File: src/rtl/cst_pkg.sv
// ---------------------------------------------------------------------------
// cst_pkg: shared types and constants for the C source tokenizer
// Payload structs, token kinds, counter widths and result bundle layout.
// ---------------------------------------------------------------------------
package cst_pkg;

  localparam int OFFSET_BITS = 24;
  localparam int LINE_BITS   = 20;
  localparam int COLUMN_BITS = 16;

  localparam int BUNDLE_MAX = 3;

  typedef enum logic [5:0] {
    K_INC, K_ADD_ASSIGN, K_ADD, K_DEC, K_SUB_ASSIGN, K_SUB, K_MUL_ASSIGN, K_MUL,
    K_DIV_ASSIGN, K_DIV, K_MOD_ASSIGN, K_MOD, K_EQ, K_ASSIGN, K_NE, K_NOT, K_LE,
    K_SHL_ASSIGN, K_SHL, K_LT, K_GE, K_SHR_ASSIGN, K_SHR, K_GT, K_AND,
    K_AND_ASSIGN, K_BIT_AND, K_OR, K_OR_ASSIGN, K_BIT_OR, K_XOR_ASSIGN, K_XOR,
    K_BIT_NOT, K_LPAREN, K_RPAREN, K_LBRACKET, K_RBRACKET, K_LBRACE, K_RBRACE,
    K_COMMA, K_SEMICOLON, K_COLON, K_QUESTION, K_STRING, K_CHAR, K_IDENTIFIER,
    K_HEX, K_FLOAT, K_INT, K_EOF
  } tk_t;

  localparam logic [2:0] E_NONE     = 3'd0;
  localparam logic [2:0] E_UNT_STR  = 3'd1;
  localparam logic [2:0] E_UNT_CHR  = 3'd2;
  localparam logic [2:0] E_CHR_MULT = 3'd3;
  localparam logic [2:0] E_BAD_NUM  = 3'd4;

  localparam logic RK_TOKEN = 1'b0;
  localparam logic RK_VALUE = 1'b1;

  typedef struct packed {
    logic [7:0] char_byte;
    logic       end_of_input;
  } in_item_t;

  typedef struct packed {
    logic        record_kind;
    logic [5:0]  token_kind;
    logic [23:0] start_offset;
    logic [15:0] token_length;
    logic [19:0] line_number;
    logic [15:0] column_number;
    logic [7:0]  value_byte;
    logic [2:0]  error_code;
    logic        last_of_run;
  } out_item_t;

  typedef struct packed {
    out_item_t [BUNDLE_MAX-1:0] recs;
    logic [1:0]                 cnt;
  } bundle_t;

  typedef struct packed {
    logic       full;
    logic       empty;
    logic [1:0] level;
  } q_status_t;

endpackage

File: src/rtl/cst_front.sv
// ---------------------------------------------------------------------------
// cst_front: lexer front end
// Tracks lexing mode and position, classifies each byte and builds the
// bundle of records that byte causes.
// ---------------------------------------------------------------------------
module cst_front (
  input  logic              clk,
  input  logic              rst_n,
  input  logic              acc,
  input  cst_pkg::in_item_t item,
  output logic              push,
  output cst_pkg::bundle_t  bundle
);

  typedef enum logic [9:0] {
    M_IDLE  = 10'b0000000001,
    M_OP    = 10'b0000000010,
    M_LINE  = 10'b0000000100,
    M_BLOCK = 10'b0000001000,
    M_STR   = 10'b0000010000,
    M_CHR   = 10'b0000100000,
    M_IDENT = 10'b0001000000,
    M_ZERO  = 10'b0010000000,
    M_HEX   = 10'b0100000000,
    M_NUM   = 10'b1000000000
  } mode_t;

  localparam logic [7:0] CH_LF  = 8'h0A;
  localparam logic [7:0] CH_CR  = 8'h0D;
  localparam logic [7:0] CH_TAB = 8'h09;

  localparam int OB = cst_pkg::OFFSET_BITS;
  localparam int LB = cst_pkg::LINE_BITS;
  localparam int CB = cst_pkg::COLUMN_BITS;

  mode_t         mode_r, mode_nxt;
  logic [7:0]    p0_r, p0_nxt;
  logic          p1_r, p1_nxt;
  logic [OB-1:0] off_r, off_nxt, tso_r, tso_nxt;
  logic [LB-1:0] line_r, line_nxt, tsl_r, tsl_nxt;
  logic [CB-1:0] col_r, col_nxt, tsc_r, tsc_nxt;
  logic [15:0]   tl_r, tl_nxt;
  logic          es_r, es_nxt;
  logic [1:0]    dc_r, dc_nxt;

  function automatic logic is_alpha(logic [7:0] c);
    return (c >= "a" && c <= "z") || (c >= "A" && c <= "Z") || c == "_";
  endfunction

  function automatic logic is_digit(logic [7:0] c);
    return c >= "0" && c <= "9";
  endfunction

  function automatic logic is_hex(logic [7:0] c);
    return is_digit(c) || (c >= "a" && c <= "f") || (c >= "A" && c <= "F");
  endfunction

  function automatic logic [7:0] decode(logic [7:0] c);
    case (c)
      "n":     return 8'd10;
      "r":     return 8'd13;
      "t":     return 8'd9;
      "b":     return 8'd8;
      "f":     return 8'd12;
      default: return c;
    endcase
  endfunction

  function automatic cst_pkg::tk_t op_single(logic [7:0] c);
    case (c)
      "+":     return cst_pkg::K_ADD;
      "-":     return cst_pkg::K_SUB;
      "*":     return cst_pkg::K_MUL;
      "/":     return cst_pkg::K_DIV;
      "%":     return cst_pkg::K_MOD;
      "=":     return cst_pkg::K_ASSIGN;
      "!":     return cst_pkg::K_NOT;
      "<":     return cst_pkg::K_LT;
      ">":     return cst_pkg::K_GT;
      "&":     return cst_pkg::K_BIT_AND;
      "|":     return cst_pkg::K_BIT_OR;
      default: return cst_pkg::K_XOR;
    endcase
  endfunction

  // {valid, kind} of a two-char operator
  function automatic logic [6:0] op_pair(logic [7:0] f, logic [7:0] c);
    cst_pkg::tk_t k;
    k = cst_pkg::K_XOR_ASSIGN;
    if (c == "=") begin
      case (f)
        "+":     k = cst_pkg::K_ADD_ASSIGN;
        "-":     k = cst_pkg::K_SUB_ASSIGN;
        "*":     k = cst_pkg::K_MUL_ASSIGN;
        "/":     k = cst_pkg::K_DIV_ASSIGN;
        "%":     k = cst_pkg::K_MOD_ASSIGN;
        "=":     k = cst_pkg::K_EQ;
        "!":     k = cst_pkg::K_NE;
        "<":     k = cst_pkg::K_LE;
        ">":     k = cst_pkg::K_GE;
        "&":     k = cst_pkg::K_AND_ASSIGN;
        "|":     k = cst_pkg::K_OR_ASSIGN;
        default: k = cst_pkg::K_XOR_ASSIGN;
      endcase
      return {1'b1, k};
    end
    if (c == f) begin
      case (f)
        "+":     return {1'b1, cst_pkg::K_INC};
        "-":     return {1'b1, cst_pkg::K_DEC};
        "&":     return {1'b1, cst_pkg::K_AND};
        "|":     return {1'b1, cst_pkg::K_OR};
        default: return {1'b0, k};
      endcase
    end
    return {1'b0, k};
  endfunction

  // {valid, kind} of a one-char token
  function automatic logic [6:0] single_kind(logic [7:0] c);
    case (c)
      "~":     return {1'b1, cst_pkg::K_BIT_NOT};
      "(":     return {1'b1, cst_pkg::K_LPAREN};
      ")":     return {1'b1, cst_pkg::K_RPAREN};
      "[":     return {1'b1, cst_pkg::K_LBRACKET};
      "]":     return {1'b1, cst_pkg::K_RBRACKET};
      "{":     return {1'b1, cst_pkg::K_LBRACE};
      "}":     return {1'b1, cst_pkg::K_RBRACE};
      ",":     return {1'b1, cst_pkg::K_COMMA};
      ";":     return {1'b1, cst_pkg::K_SEMICOLON};
      ":":     return {1'b1, cst_pkg::K_COLON};
      "?":     return {1'b1, cst_pkg::K_QUESTION};
      default: return {1'b0, cst_pkg::K_INC};
    endcase
  endfunction

  function automatic logic is_op(logic [7:0] c);
    return c == "+" || c == "-" || c == "*" || c == "/" || c == "%" || c == "=" ||
           c == "!" || c == "<" || c == ">" || c == "&" || c == "|" || c == "^";
  endfunction

  function automatic cst_pkg::out_item_t mk(logic rk, cst_pkg::tk_t k, logic [15:0] len,
                                            logic [7:0] vb, logic [2:0] err,
                                            logic [OB-1:0] so, logic [LB-1:0] sl,
                                            logic [CB-1:0] sc);
    cst_pkg::out_item_t r;
    r.record_kind   = rk;
    r.token_kind    = k;
    r.start_offset  = 24'(so);
    r.token_length  = len;
    r.line_number   = 20'(sl);
    r.column_number = 16'(sc);
    r.value_byte    = vb;
    r.error_code    = err;
    r.last_of_run   = 1'b0;
    return r;
  endfunction

  logic [7:0] c;
  logic       again, num_go, do_fin, do_idle;
  logic [6:0] pk, sk;
  cst_pkg::tk_t lk;
  logic [1:0] n;
  cst_pkg::out_item_t [cst_pkg::BUNDLE_MAX-1:0] recs;

  always_comb begin
    c        = item.char_byte;
    mode_nxt = mode_r;
    p0_nxt   = p0_r;
    p1_nxt   = p1_r;
    off_nxt  = off_r;
    line_nxt = line_r;
    col_nxt  = col_r;
    tso_nxt  = tso_r;
    tsl_nxt  = tsl_r;
    tsc_nxt  = tsc_r;
    tl_nxt   = tl_r;
    es_nxt   = es_r;
    dc_nxt   = dc_r;
    again    = 1'b0;
    num_go   = 1'b0;
    n        = 2'd0;
    recs     = '0;
    pk       = op_pair(p0_r, c);
    sk       = single_kind(c);
    lk       = (mode_r == M_CHR) ? cst_pkg::K_CHAR : cst_pkg::K_STRING;

    if (!item.end_of_input) begin
      case (mode_r)
        M_IDLE: ;
        M_OP: begin
          if (p1_r) begin
            if (c == "=") begin
              tl_nxt = (tl_nxt == '1) ? tl_nxt : tl_nxt + 16'd1;
              recs[n] = mk(cst_pkg::RK_TOKEN,
                           (p0_r == "<") ? cst_pkg::K_SHL_ASSIGN : cst_pkg::K_SHR_ASSIGN,
                           tl_nxt, 8'd0, cst_pkg::E_NONE, tso_nxt, tsl_nxt, tsc_nxt);
              n = n + 2'd1;
              p0_nxt = '0; p1_nxt = 1'b0; mode_nxt = M_IDLE;
            end else again = 1'b1;
          end else if (p0_r == "/" && c == "/") begin
            p0_nxt = '0; mode_nxt = M_LINE;
          end else if (p0_r == "/" && c == "*") begin
            p0_nxt = '0; es_nxt = 1'b0; mode_nxt = M_BLOCK;
          end else if ((p0_r == "<" || p0_r == ">") && c == p0_r) begin
            tl_nxt = (tl_nxt == '1) ? tl_nxt : tl_nxt + 16'd1;
            p1_nxt = 1'b1;
          end else if (pk[6]) begin
            tl_nxt = (tl_nxt == '1) ? tl_nxt : tl_nxt + 16'd1;
            recs[n] = mk(cst_pkg::RK_TOKEN, cst_pkg::tk_t'(pk[5:0]), tl_nxt, 8'd0,
                         cst_pkg::E_NONE, tso_nxt, tsl_nxt, tsc_nxt);
            n = n + 2'd1;
            p0_nxt = '0; mode_nxt = M_IDLE;
          end else again = 1'b1;
        end
        M_LINE: if (c == CH_LF) mode_nxt = M_IDLE;
        M_BLOCK: begin
          if (es_r && c == "/") begin
            es_nxt = 1'b0; mode_nxt = M_IDLE;
          end else es_nxt = (c == "*");
        end
        M_STR, M_CHR: begin
          if (es_r) begin
            tl_nxt = (tl_nxt == '1) ? tl_nxt : tl_nxt + 16'd1;
            es_nxt = 1'b0;
            if (dc_nxt != 2'd2) dc_nxt = dc_nxt + 2'd1;
            recs[n] = mk(cst_pkg::RK_VALUE, lk, 16'd0, decode(c), cst_pkg::E_NONE,
                         tso_nxt, tsl_nxt, tsc_nxt);
            n = n + 2'd1;
          end else if (c == "\\") begin
            tl_nxt = (tl_nxt == '1) ? tl_nxt : tl_nxt + 16'd1;
            es_nxt = 1'b1;
          end else if ((mode_r == M_STR && c == "\"") || (mode_r == M_CHR && c == "'")) begin
            tl_nxt = (tl_nxt == '1) ? tl_nxt : tl_nxt + 16'd1;
            recs[n] = mk(cst_pkg::RK_TOKEN, lk, tl_nxt, 8'd0,
                         (mode_r == M_CHR && dc_r != 2'd1) ? cst_pkg::E_CHR_MULT
                                                            : cst_pkg::E_NONE,
                         tso_nxt, tsl_nxt, tsc_nxt);
            n = n + 2'd1;
            mode_nxt = M_IDLE;
          end else if (c == CH_LF && mode_r == M_STR) begin
            again = 1'b1;
          end else begin
            tl_nxt = (tl_nxt == '1) ? tl_nxt : tl_nxt + 16'd1;
            if (dc_nxt != 2'd2) dc_nxt = dc_nxt + 2'd1;
            recs[n] = mk(cst_pkg::RK_VALUE, lk, 16'd0, c, cst_pkg::E_NONE,
                         tso_nxt, tsl_nxt, tsc_nxt);
            n = n + 2'd1;
          end
        end
        M_IDENT: begin
          if (is_alpha(c) || is_digit(c)) begin
            tl_nxt = (tl_nxt == '1) ? tl_nxt : tl_nxt + 16'd1;
            recs[n] = mk(cst_pkg::RK_VALUE, cst_pkg::K_IDENTIFIER, 16'd0, c,
                         cst_pkg::E_NONE, tso_nxt, tsl_nxt, tsc_nxt);
            n = n + 2'd1;
          end else again = 1'b1;
        end
        M_ZERO: begin
          if (c == "x" || c == "X") begin
            tl_nxt = (tl_nxt == '1) ? tl_nxt : tl_nxt + 16'd1;
            dc_nxt = 2'd0; mode_nxt = M_HEX;
          end else if (is_digit(c) || c == "." || c == "_") begin
            dc_nxt = 2'd0; mode_nxt = M_NUM;
            recs[n] = mk(cst_pkg::RK_VALUE, cst_pkg::K_INT, 16'd0, "0",
                         cst_pkg::E_NONE, tso_nxt, tsl_nxt, tsc_nxt);
            n = n + 2'd1;
            num_go = 1'b1;
          end else again = 1'b1;
        end
        M_HEX: begin
          if (is_hex(c)) begin
            tl_nxt = (tl_nxt == '1) ? tl_nxt : tl_nxt + 16'd1;
            dc_nxt = 2'd1;
            recs[n] = mk(cst_pkg::RK_VALUE, cst_pkg::K_HEX, 16'd0, c,
                         cst_pkg::E_NONE, tso_nxt, tsl_nxt, tsc_nxt);
            n = n + 2'd1;
          end else if (c == "_") begin
            tl_nxt = (tl_nxt == '1) ? tl_nxt : tl_nxt + 16'd1;
          end else again = 1'b1;
        end
        M_NUM: num_go = 1'b1;
        default: ;
      endcase

      if (num_go) begin
        if (is_digit(c)) begin
          tl_nxt = (tl_nxt == '1) ? tl_nxt : tl_nxt + 16'd1;
          recs[n] = mk(cst_pkg::RK_VALUE, (dc_nxt != 2'd0) ? cst_pkg::K_FLOAT : cst_pkg::K_INT,
                       16'd0, c, cst_pkg::E_NONE, tso_nxt, tsl_nxt, tsc_nxt);
          n = n + 2'd1;
        end else if (c == ".") begin
          tl_nxt = (tl_nxt == '1) ? tl_nxt : tl_nxt + 16'd1;
          if (dc_nxt != 2'd2) dc_nxt = dc_nxt + 2'd1;
          recs[n] = mk(cst_pkg::RK_VALUE, cst_pkg::K_FLOAT, 16'd0, c,
                       cst_pkg::E_NONE, tso_nxt, tsl_nxt, tsc_nxt);
          n = n + 2'd1;
        end else if (c == "_") begin
          tl_nxt = (tl_nxt == '1) ? tl_nxt : tl_nxt + 16'd1;
        end else again = 1'b1;
      end
    end

    do_fin  = item.end_of_input || again;
    do_idle = !item.end_of_input && (again || mode_r == M_IDLE);

    // flush the token under construction
    if (do_fin) begin
      case (mode_nxt)
        M_OP: begin
          recs[n] = mk(cst_pkg::RK_TOKEN,
                       p1_nxt ? ((p0_nxt == "<") ? cst_pkg::K_SHL : cst_pkg::K_SHR)
                              : op_single(p0_nxt),
                       tl_nxt, 8'd0, cst_pkg::E_NONE, tso_nxt, tsl_nxt, tsc_nxt);
          n = n + 2'd1;
        end
        M_STR, M_CHR: begin
          recs[n] = mk(cst_pkg::RK_TOKEN,
                       (mode_nxt == M_CHR) ? cst_pkg::K_CHAR : cst_pkg::K_STRING,
                       tl_nxt, 8'd0,
                       (mode_nxt == M_CHR) ? cst_pkg::E_UNT_CHR : cst_pkg::E_UNT_STR,
                       tso_nxt, tsl_nxt, tsc_nxt);
          n = n + 2'd1;
        end
        M_IDENT: begin
          recs[n] = mk(cst_pkg::RK_TOKEN, cst_pkg::K_IDENTIFIER, tl_nxt, 8'd0,
                       cst_pkg::E_NONE, tso_nxt, tsl_nxt, tsc_nxt);
          n = n + 2'd1;
        end
        M_ZERO: begin
          recs[n] = mk(cst_pkg::RK_VALUE, cst_pkg::K_INT, 16'd0, "0",
                       cst_pkg::E_NONE, tso_nxt, tsl_nxt, tsc_nxt);
          n = n + 2'd1;
          recs[n] = mk(cst_pkg::RK_TOKEN, cst_pkg::K_INT, tl_nxt, 8'd0,
                       cst_pkg::E_NONE, tso_nxt, tsl_nxt, tsc_nxt);
          n = n + 2'd1;
        end
        M_HEX: begin
          recs[n] = mk(cst_pkg::RK_TOKEN, cst_pkg::K_HEX, tl_nxt, 8'd0,
                       (dc_nxt != 2'd0) ? cst_pkg::E_NONE : cst_pkg::E_BAD_NUM,
                       tso_nxt, tsl_nxt, tsc_nxt);
          n = n + 2'd1;
        end
        M_NUM: begin
          recs[n] = mk(cst_pkg::RK_TOKEN,
                       (dc_nxt != 2'd0) ? cst_pkg::K_FLOAT : cst_pkg::K_INT, tl_nxt, 8'd0,
                       (dc_nxt == 2'd2) ? cst_pkg::E_BAD_NUM : cst_pkg::E_NONE,
                       tso_nxt, tsl_nxt, tsc_nxt);
          n = n + 2'd1;
        end
        default: ;
      endcase
      p0_nxt   = '0;
      p1_nxt   = 1'b0;
      mode_nxt = M_IDLE;
    end

    // start of a new token
    if (do_idle) begin
      mode_nxt = M_IDLE;
      if (c != " " && c != CH_TAB && c != CH_CR && c != CH_LF &&
          (is_op(c) || sk[6] || c == "\"" || c == "'" || is_alpha(c) || is_digit(c))) begin
        tso_nxt = off_r;
        tsl_nxt = line_r;
        tsc_nxt = col_r;
        tl_nxt  = 16'd1;
      end
      if (is_op(c)) begin
        p0_nxt = c; mode_nxt = M_OP;
      end else if (sk[6]) begin
        recs[n] = mk(cst_pkg::RK_TOKEN, cst_pkg::tk_t'(sk[5:0]), tl_nxt, 8'd0,
                     cst_pkg::E_NONE, tso_nxt, tsl_nxt, tsc_nxt);
        n = n + 2'd1;
      end else if (c == "\"") begin
        es_nxt = 1'b0; mode_nxt = M_STR;
      end else if (c == "'") begin
        es_nxt = 1'b0; dc_nxt = 2'd0; mode_nxt = M_CHR;
      end else if (is_alpha(c)) begin
        mode_nxt = M_IDENT;
        recs[n] = mk(cst_pkg::RK_VALUE, cst_pkg::K_IDENTIFIER, 16'd0, c,
                     cst_pkg::E_NONE, tso_nxt, tsl_nxt, tsc_nxt);
        n = n + 2'd1;
      end else if (c == "0") begin
        mode_nxt = M_ZERO;
      end else if (is_digit(c)) begin
        dc_nxt = 2'd0; mode_nxt = M_NUM;
        recs[n] = mk(cst_pkg::RK_VALUE, cst_pkg::K_INT, 16'd0, c,
                     cst_pkg::E_NONE, tso_nxt, tsl_nxt, tsc_nxt);
        n = n + 2'd1;
      end
    end

    if (item.end_of_input) begin
      recs[n] = mk(cst_pkg::RK_TOKEN, cst_pkg::K_EOF, 16'd0, 8'd0, cst_pkg::E_NONE,
                   off_r, line_r, col_r);
      n = n + 2'd1;
      mode_nxt = M_IDLE;
      p0_nxt   = '0;
      p1_nxt   = 1'b0;
      off_nxt  = '0;
      line_nxt = LB'(1);
      col_nxt  = CB'(1);
      tso_nxt  = '0;
      tsl_nxt  = LB'(1);
      tsc_nxt  = CB'(1);
      tl_nxt   = '0;
      es_nxt   = 1'b0;
      dc_nxt   = 2'd0;
    end else begin
      off_nxt = (off_r == '1) ? off_r : off_r + OB'(1);
      if (c == CH_LF) begin
        line_nxt = (line_r == '1) ? line_r : line_r + LB'(1);
        col_nxt  = CB'(1);
      end else begin
        col_nxt  = (col_r == '1) ? col_r : col_r + CB'(1);
      end
    end
  end

  assign push        = acc && (n != 2'd0);
  assign bundle.recs = recs;
  assign bundle.cnt  = n;

  always_ff @(posedge clk) begin
    if (!rst_n) begin
      mode_r <= M_IDLE;
      p0_r   <= '0;
      p1_r   <= 1'b0;
      off_r  <= '0;
      line_r <= LB'(1);
      col_r  <= CB'(1);
      tso_r  <= '0;
      tsl_r  <= LB'(1);
      tsc_r  <= CB'(1);
      tl_r   <= '0;
      es_r   <= 1'b0;
      dc_r   <= 2'd0;
    end else if (acc) begin
      mode_r <= mode_nxt;
      p0_r   <= p0_nxt;
      p1_r   <= p1_nxt;
      off_r  <= off_nxt;
      line_r <= line_nxt;
      col_r  <= col_nxt;
      tso_r  <= tso_nxt;
      tsl_r  <= tsl_nxt;
      tsc_r  <= tsc_nxt;
      tl_r   <= tl_nxt;
      es_r   <= es_nxt;
      dc_r   <= dc_nxt;
    end
  end

endmodule

File: src/rtl/cst_queue.sv
// ---------------------------------------------------------------------------
// cst_queue: two-entry bundle queue
// Decouples the lexer front end from the record emitter.
// ---------------------------------------------------------------------------
module cst_queue (
  input  logic               clk,
  input  logic               rst_n,
  input  logic               push,
  input  cst_pkg::bundle_t   wr_data,
  input  logic               pop,
  output cst_pkg::bundle_t   head,
  output cst_pkg::q_status_t status
);

  cst_pkg::bundle_t ent_r [2];
  logic             wp_r, rp_r;
  logic [1:0]       lvl_r, lvl_nxt;

  always_comb begin
    lvl_nxt = lvl_r;
    if (push && !pop) lvl_nxt = lvl_r + 2'd1;
    if (pop && !push) lvl_nxt = lvl_r - 2'd1;
  end

  always_ff @(posedge clk) begin
    if (!rst_n) begin
      wp_r  <= 1'b0;
      rp_r  <= 1'b0;
      lvl_r <= 2'd0;
    end else begin
      if (push) wp_r <= ~wp_r;
      if (pop)  rp_r <= ~rp_r;
      lvl_r <= lvl_nxt;
    end
  end

  always_ff @(posedge clk) begin
    if (push) ent_r[wp_r] <= wr_data;
  end

  assign head         = ent_r[rp_r];
  assign status.full  = (lvl_r == 2'd2);
  assign status.empty = (lvl_r == 2'd0);
  assign status.level = lvl_r;

endmodule

File: src/rtl/cst_emit.sv
// ---------------------------------------------------------------------------
// cst_emit: record emitter
// Walks the head bundle one record per accepted output and marks the last.
// ---------------------------------------------------------------------------
module cst_emit (
  input  logic               clk,
  input  logic               rst_n,
  input  cst_pkg::bundle_t   head,
  input  logic               empty,
  output logic               pop,
  output logic               out_valid,
  input  logic               out_stall,
  output cst_pkg::out_item_t out_data
);

  logic [1:0] idx_r;
  logic       last;

  assign out_valid = !empty;
  assign last      = (idx_r == head.cnt - 2'd1);
  assign pop       = out_valid && !out_stall && last;

  always_comb begin
    out_data             = head.recs[idx_r];
    out_data.last_of_run = last;
  end

  always_ff @(posedge clk) begin
    if (!rst_n) begin
      idx_r <= 2'd0;
    end else if (out_valid && !out_stall) begin
      idx_r <= last ? 2'd0 : idx_r + 2'd1;
    end
  end

endmodule

File: src/rtl/c_source_tokenizer.sv
// ---------------------------------------------------------------------------
// c_source_tokenizer: C source lexer
// Byte stream in, token and decoded value records out.
//
//   channel | dir | handshake            | payload
//   in_     | in  | in_valid / in_stall   | in_item_t  (char_byte, end_of_input)
//   out_    | out | out_valid / out_stall | out_item_t (token record or value byte)
//
// One byte accepted per cycle unless the queue is full; lexer state is registered.
// Each byte yields up to three records (four never occur), sent one per cycle
// while out_stall is low from a two-entry bundle queue, so output rate sets
// the sustained throughput. Synchronous active-low reset clears mode,
// counters and the queue. in_stall rises only while the queue is full.
// ---------------------------------------------------------------------------
module c_source_tokenizer (
  input  logic               clk,
  input  logic               rst_n,
  input  logic               in_valid,
  output logic               in_stall,
  input  cst_pkg::in_item_t  in_data,
  output logic               out_valid,
  input  logic               out_stall,
  output cst_pkg::out_item_t out_data
);

  logic               acc, push, pop;
  cst_pkg::bundle_t   wr_bundle, head;
  cst_pkg::q_status_t q_st;

  assign in_stall = q_st.full;
  assign acc      = in_valid && !in_stall;

  cst_front u_front (
    .clk    (clk),
    .rst_n  (rst_n),
    .acc    (acc),
    .item   (in_data),
    .push   (push),
    .bundle (wr_bundle)
  );

  cst_queue u_queue (
    .clk     (clk),
    .rst_n   (rst_n),
    .push    (push),
    .wr_data (wr_bundle),
    .pop     (pop),
    .head    (head),
    .status  (q_st)
  );

  cst_emit u_emit (
    .clk       (clk),
    .rst_n     (rst_n),
    .head      (head),
    .empty     (q_st.empty),
    .pop       (pop),
    .out_valid (out_valid),
    .out_stall (out_stall),
    .out_data  (out_data)
  );

  a_eof_queued: assert property (@(posedge clk) disable iff (!rst_n)
    (in_valid && !in_stall && in_data.end_of_input) |=> out_valid)
    else $error("EOF item produced no queued record");

  a_eof_last: assert property (@(posedge clk) disable iff (!rst_n)
    (out_valid && out_data.record_kind == cst_pkg::RK_TOKEN &&
     out_data.token_kind == cst_pkg::K_EOF) |-> out_data.last_of_run)
    else $error("EOF record not last of its run");

  a_value_clean: assert property (@(posedge clk) disable iff (!rst_n)
    (out_valid && out_data.record_kind == cst_pkg::RK_VALUE) |->
      (out_data.token_length == 16'd0 && out_data.error_code == cst_pkg::E_NONE))
    else $error("value record carries length or error");

endmodule

File: config.mk
export PLATFORM = sky130hd
export DESIGN_NAME = c_source_tokenizer
export DESIGN_NICKNAME = d
export VERILOG_FILES = /design/src/rtl/cst_pkg.sv /design/src/rtl/cst_front.sv /design/src/rtl/cst_queue.sv /design/src/rtl/cst_emit.sv /design/src/rtl/c_source_tokenizer.sv
export SDC_FILE = /design/constraint.sdc
export NUM_CORES = 2
export LEC_CHECK = 0
export BUFFER_PORTS_ARGS = -buffer_cell sky130_fd_sc_hd__clkbuf_2
export CORE_MARGIN = 2
export CORE_UTILIZATION = 50
export CTS_CLUSTER_SIZE = 14
export DETAILED_ROUTE_END_ITERATION = 10
export PLACE_DENSITY_LB_ADDON = 0.2
export SLEW_MARGIN = 25
export SYNTH_ARGS = -nofsm -noshare
export SYNTH_HDL_FRONTEND = slang
export SYNTH_SLANG_ARGS = --single-unit
File: constraint.sdc
create_clock -name clk -period 30.7 [get_ports clk]
set_input_delay 3.07 -clock clk [delete_from_list [all_inputs] [get_ports clk]]
set_output_delay 3.07 -clock clk [all_outputs]
set_load 0.005 [all_outputs]
==> PnR_summary.wiki <==
{| class="wikitable"
! Metric !! Value
|-
| Cell taking the most area after synthesis || sky130_fd_sc_hd__edfxtp_1
|-
| Largest stage delay, worst path || 0.77 ns
|-
| CP Max Fanout || 62
|-
| Hold Violations, Final || 0
|-
| Core area || 72600 um2
|-
| Hold bufs inserted after CTS || 0
|-
| Category of the critical setup timing path || primary input to flop
|-
| Number of DRC violations after detailed-routing iteration 0 || 2349
|-
| Footprint of the multi-input gates || 14800 um2
|-
| Number of antenna violations at the first check in global routing || 1
|-
| Number of setup violations in the final report || 0
|-
| Total of cells resized after clock tree synthesis || 0
|-
| Share of Yosys cell area claimed by the top area cell type || 46.7%
|-
| Sum of overflow across all layers after global routing || 0
|-
| TritonCTS clock tree || done
|-
| Worst r2r src || u_front.mode_r[7]
|-
| Number of global-route vias before repair || 26170
|-
| DRT Wirelength || 108 mm
|-
| Netlist area before placement || 36500 um2
|-
| Ratio of cells with drive above 1 in the final layout || 14.3%
|-
| Average cell area after synthesis || 11.8 um2
|-
| Startpoint of the most critical setup path || in_data[1]
|-
| Met2 routed wirelength || 52.6 mm
|-
| Final period util || 36.8%
|-
| Most frequently used flop master after synthesis || sky130_fd_sc_hd__edfxtp_1
|-
| Met3 wire length || 6.33 mm
|-
| CTS Buffer Depth || 3
|-
| Kind of end point of the critical path || flop
|-
| Total Negative Setup Slacks || 0 ns
|-
| Total of flip-flops plus latches after synthesis || 733
|-
| Proportion of register bits with asynchronous set or reset after synthesis || 0%
|-
| Unrepaired setup endpoints after global routing || false
|-
| Total power divided by cell area || 61.5 nW/um2
|-
| Highest routed metal layer || met4
|-
| Final RePlAce weighted congestion || 0.930
|-
| Remaining design rule violation count || 0
|-
| Fraction of the yosys area taken by sequential cells || 55.8%
|-
| Startpoint Class || primary input
|-
| Total number of vias || 26473
|-
| Placed cell area || 37800 um2
|-
| Clock input transition at the sequential cells of the worst setup and hold paths || 0.06 ns
|-
| Total GRT Usage || 28.4%
|-
| Pleak || 13.5 nW
|-
| Max VDD drop || 0.0440 mV
|-
| Number of distinct library cells after synthesis || 104
|-
| Number of instances in the synthesized netlist || 3086
|-
| CP required || 30.94 ns
|-
| Max-cap violations || 0
|-
| Fill cell total of the finished layout || 6194
|-
| Die width || 274 um
|-
| Sequential cell area || 20400 um2
|-
| Chip height || 274 um
|-
| Biggest area contributors in the synthesized netlist || sky130_fd_sc_hd__edfxtp_1 47%, sky130_fd_sc_hd__dfxtp_1 9.1%, sky130_fd_sc_hd__mux4_2 5.8%
|-
| Crit path arrival time || 11.53 ns
|-
| WL met1 || 46.1 mm
|-
| Initial standard-cell utilization of the core || 50.3%
|-
| Post-route clock skew || 0.0265 ns
|-
| Die outline area || 75200 um2
|-
| Area Overhead vs Synth || 10.6%
|-
| Worst max-slew margin expressed relative to the limit || 23.2%
|-
| Number of pins exceeding their max-slew limit in the final report || 0
|-
| Count of buffers inserted at the top-level ports || 109
|-
| Post-layout minimum cycle time || 11.29 ns
|-
| Skew-Pair Late Insertion Delay || 0.64 ns
|-
| Post-synth EDFFs || 568
|-
| Most common cell on crit path || sky130_fd_sc_hd__nand2_1
|-
| Total setup buffers inserted after CTS || 0
|-
| Synthesis warning total || 0
|-
| Buffer cell driving the clock tree root || sky130_fd_sc_hd__clkbuf_16
|-
| Slowest cell on the critical path || sky130_fd_sc_hd__buf_4
|-
| Least-Margin Pin Slew || 1.15 ns
|-
| Final non-filler cell area || 40400 um2
|-
| Outcome || finished clean
|-
| Total I/O pin count || 110
|-
| Maximum number of pins on one net before global-route repair || 175
|-
| Remaining antenna violation count after routing || 0
|-
| Total Nets Final || 3111
|-
| Average routed wire per standard cell || 26.3 um
|-
| Level count of the clock H-tree || 3
|-
| Total power || 0.00248 W
|-
| Hold Path Origin || u_queue.wp_r
|-
| Detailed Routing Iterations Pass 1 || 6
|-
| Vias per Instance || 6.46
|-
| Class of the tightest hold or removal check || flop to flop
|-
| Clock buffer count from CTS || 77
|-
| Global-route wire length before repair || 163 mm
|-
| HPWL Detailed || 67.5 mm
|-
| Row cnt || 99
|-
| Maximum clock frequency || 88.6 MHz
|-
| Sinks on Clock Net || 733
|}
==> cell usage in the layout, fill, tap and decap left out, types with 29 or more instances in the layout <==
master and instances:
sky130_fd_sc_hd__a21oi_1 78, sky130_fd_sc_hd__a22o_1 190, sky130_fd_sc_hd__a22oi_1 76, sky130_fd_sc_hd__a31oi_1 29
sky130_fd_sc_hd__and2_1 29, sky130_fd_sc_hd__buf_4 37, sky130_fd_sc_hd__clkbuf_16 77, sky130_fd_sc_hd__clkbuf_2 109
sky130_fd_sc_hd__dfxtp_1 162, sky130_fd_sc_hd__edfxtp_1 568, sky130_fd_sc_hd__inv_1 133, sky130_fd_sc_hd__mux2i_1 119
sky130_fd_sc_hd__mux4_2 94, sky130_fd_sc_hd__nand2_1 197, sky130_fd_sc_hd__nand3_1 57, sky130_fd_sc_hd__nor2_1 223
sky130_fd_sc_hd__nor2b_1 61, sky130_fd_sc_hd__nor3_1 57, sky130_fd_sc_hd__o21ai_0 93, sky130_fd_sc_hd__o22ai_1 119
sky130_fd_sc_hd__xnor2_1 37, sky130_fd_sc_hd__xor2_1 44
==> area by class of cell <==
type,instances,area share (%)
Inverter,134,1.25
Multi-Input combinational cell,1978,36.7
Timing Repair Buffer,152,2.35
Sequential cell,733,50.5
Clock inverter,40,1.12
Tap cell,959,2.97
Clock buffer,103,5.16
Antenna cell,1,0.00620
==> kinds of logic (layout without fill, tap and decap cells) <==
family / Yosys count / count (layout) / share of synthesized area, %
XOR/XNOR: 81 / 81 / 1.94
AO/OA/AOI/OAI: 796 / 796 / 16.2
multiplexers: 218 / 218 / 9.22
adder cells (fa/ha/maj): 22 / 22 / 0.754
flip-flops: 733 / 733 / 55.8
other: 1 / 5 / 0.0103
buffers and inverters: 378 / 429 / 4.07
AND/OR/NAND/NOR: 857 / 857 / 12.0
==> worst max-delay path: cells and delay by family <==
kind / cells / cell delay, ns
adder cells (fa/ha/maj): 4 / 1.56
buffers and inverters: 6 / 2.14
AND/OR/NAND/NOR: 8 / 2.15
AO/OA/AOI/OAI: 9 / 2.48
==> layer usage <==
| layer | global-route usage, % | vias to the layer above |
|---|---|---|
| li1 | - | 11886 |
| met1 | 38.9 | 13435 |
| met2 | 47.2 | 968 |
| met3 | 3.91 | 184 |
| met4 | 8.80 | 0 |
| met5 | 0 | - |
==> synthesized netlist by cell type, drive strengths merged (62+ instances only) <==
library cell	number
nand2	201
a22o	190
a22oi	76
nor3	62
mux4	94
dfxtp	165
o22ai	119
a21oi	78
o21ai	104
mux2i	119
nor2	227
inv	134
clkbuf	188
edfxtp	568
==> per-stage QoR <==
stage / hold slack [ns] / std cells / setup slack (ns) / utilization, %
floorplan: 0.451 / 3089 / 10.07 / -
global placement: 0.491 / 3954 / 19.21 / 52.0
detailed placement: 0.510 / 3955 / 18.82 / 52.0
CTS: 0.521 / 4098 / 19.46 / 55.5
global route: 0.546 / 4099 / 18.91 / 55.6
finish: 0.514 / 4100 / 19.41 / 55.6
==> registers in the layout, summed over array words and instances, names as in the netlist, 10 cells and up, named ones only <==
signal	count
u_front.col_r	16
u_front.line_r	20
u_front.mode_r	10
u_front.off_r	24
u_front.tl_r	16
u_front.tsc_r	16
u_front.tsl_r	20
u_front.tso_r	24
u_queue.ent_r	568
==> worst paths after layout <==
kind              cells past startpoint  slack (ns)               endpoint
hold reg to reg                       2        0.51           u_queue.wp_r
hold / removal                        2        0.51           u_queue.wp_r
setup reg to reg                     26       21.80  u_queue.ent_r[1][186]
setup / recovery                     27       19.41  u_queue.ent_r[1][186]
==> report_power, final <==
group	switching, W	leakage, nW	internal [W]
Sequential	0.0000290	6.89	0.00115
Combinational	0.000239	5.35	0.000138
Clock	0.000400	1.23	0.000529
Power figures use the tool's default switching activity.
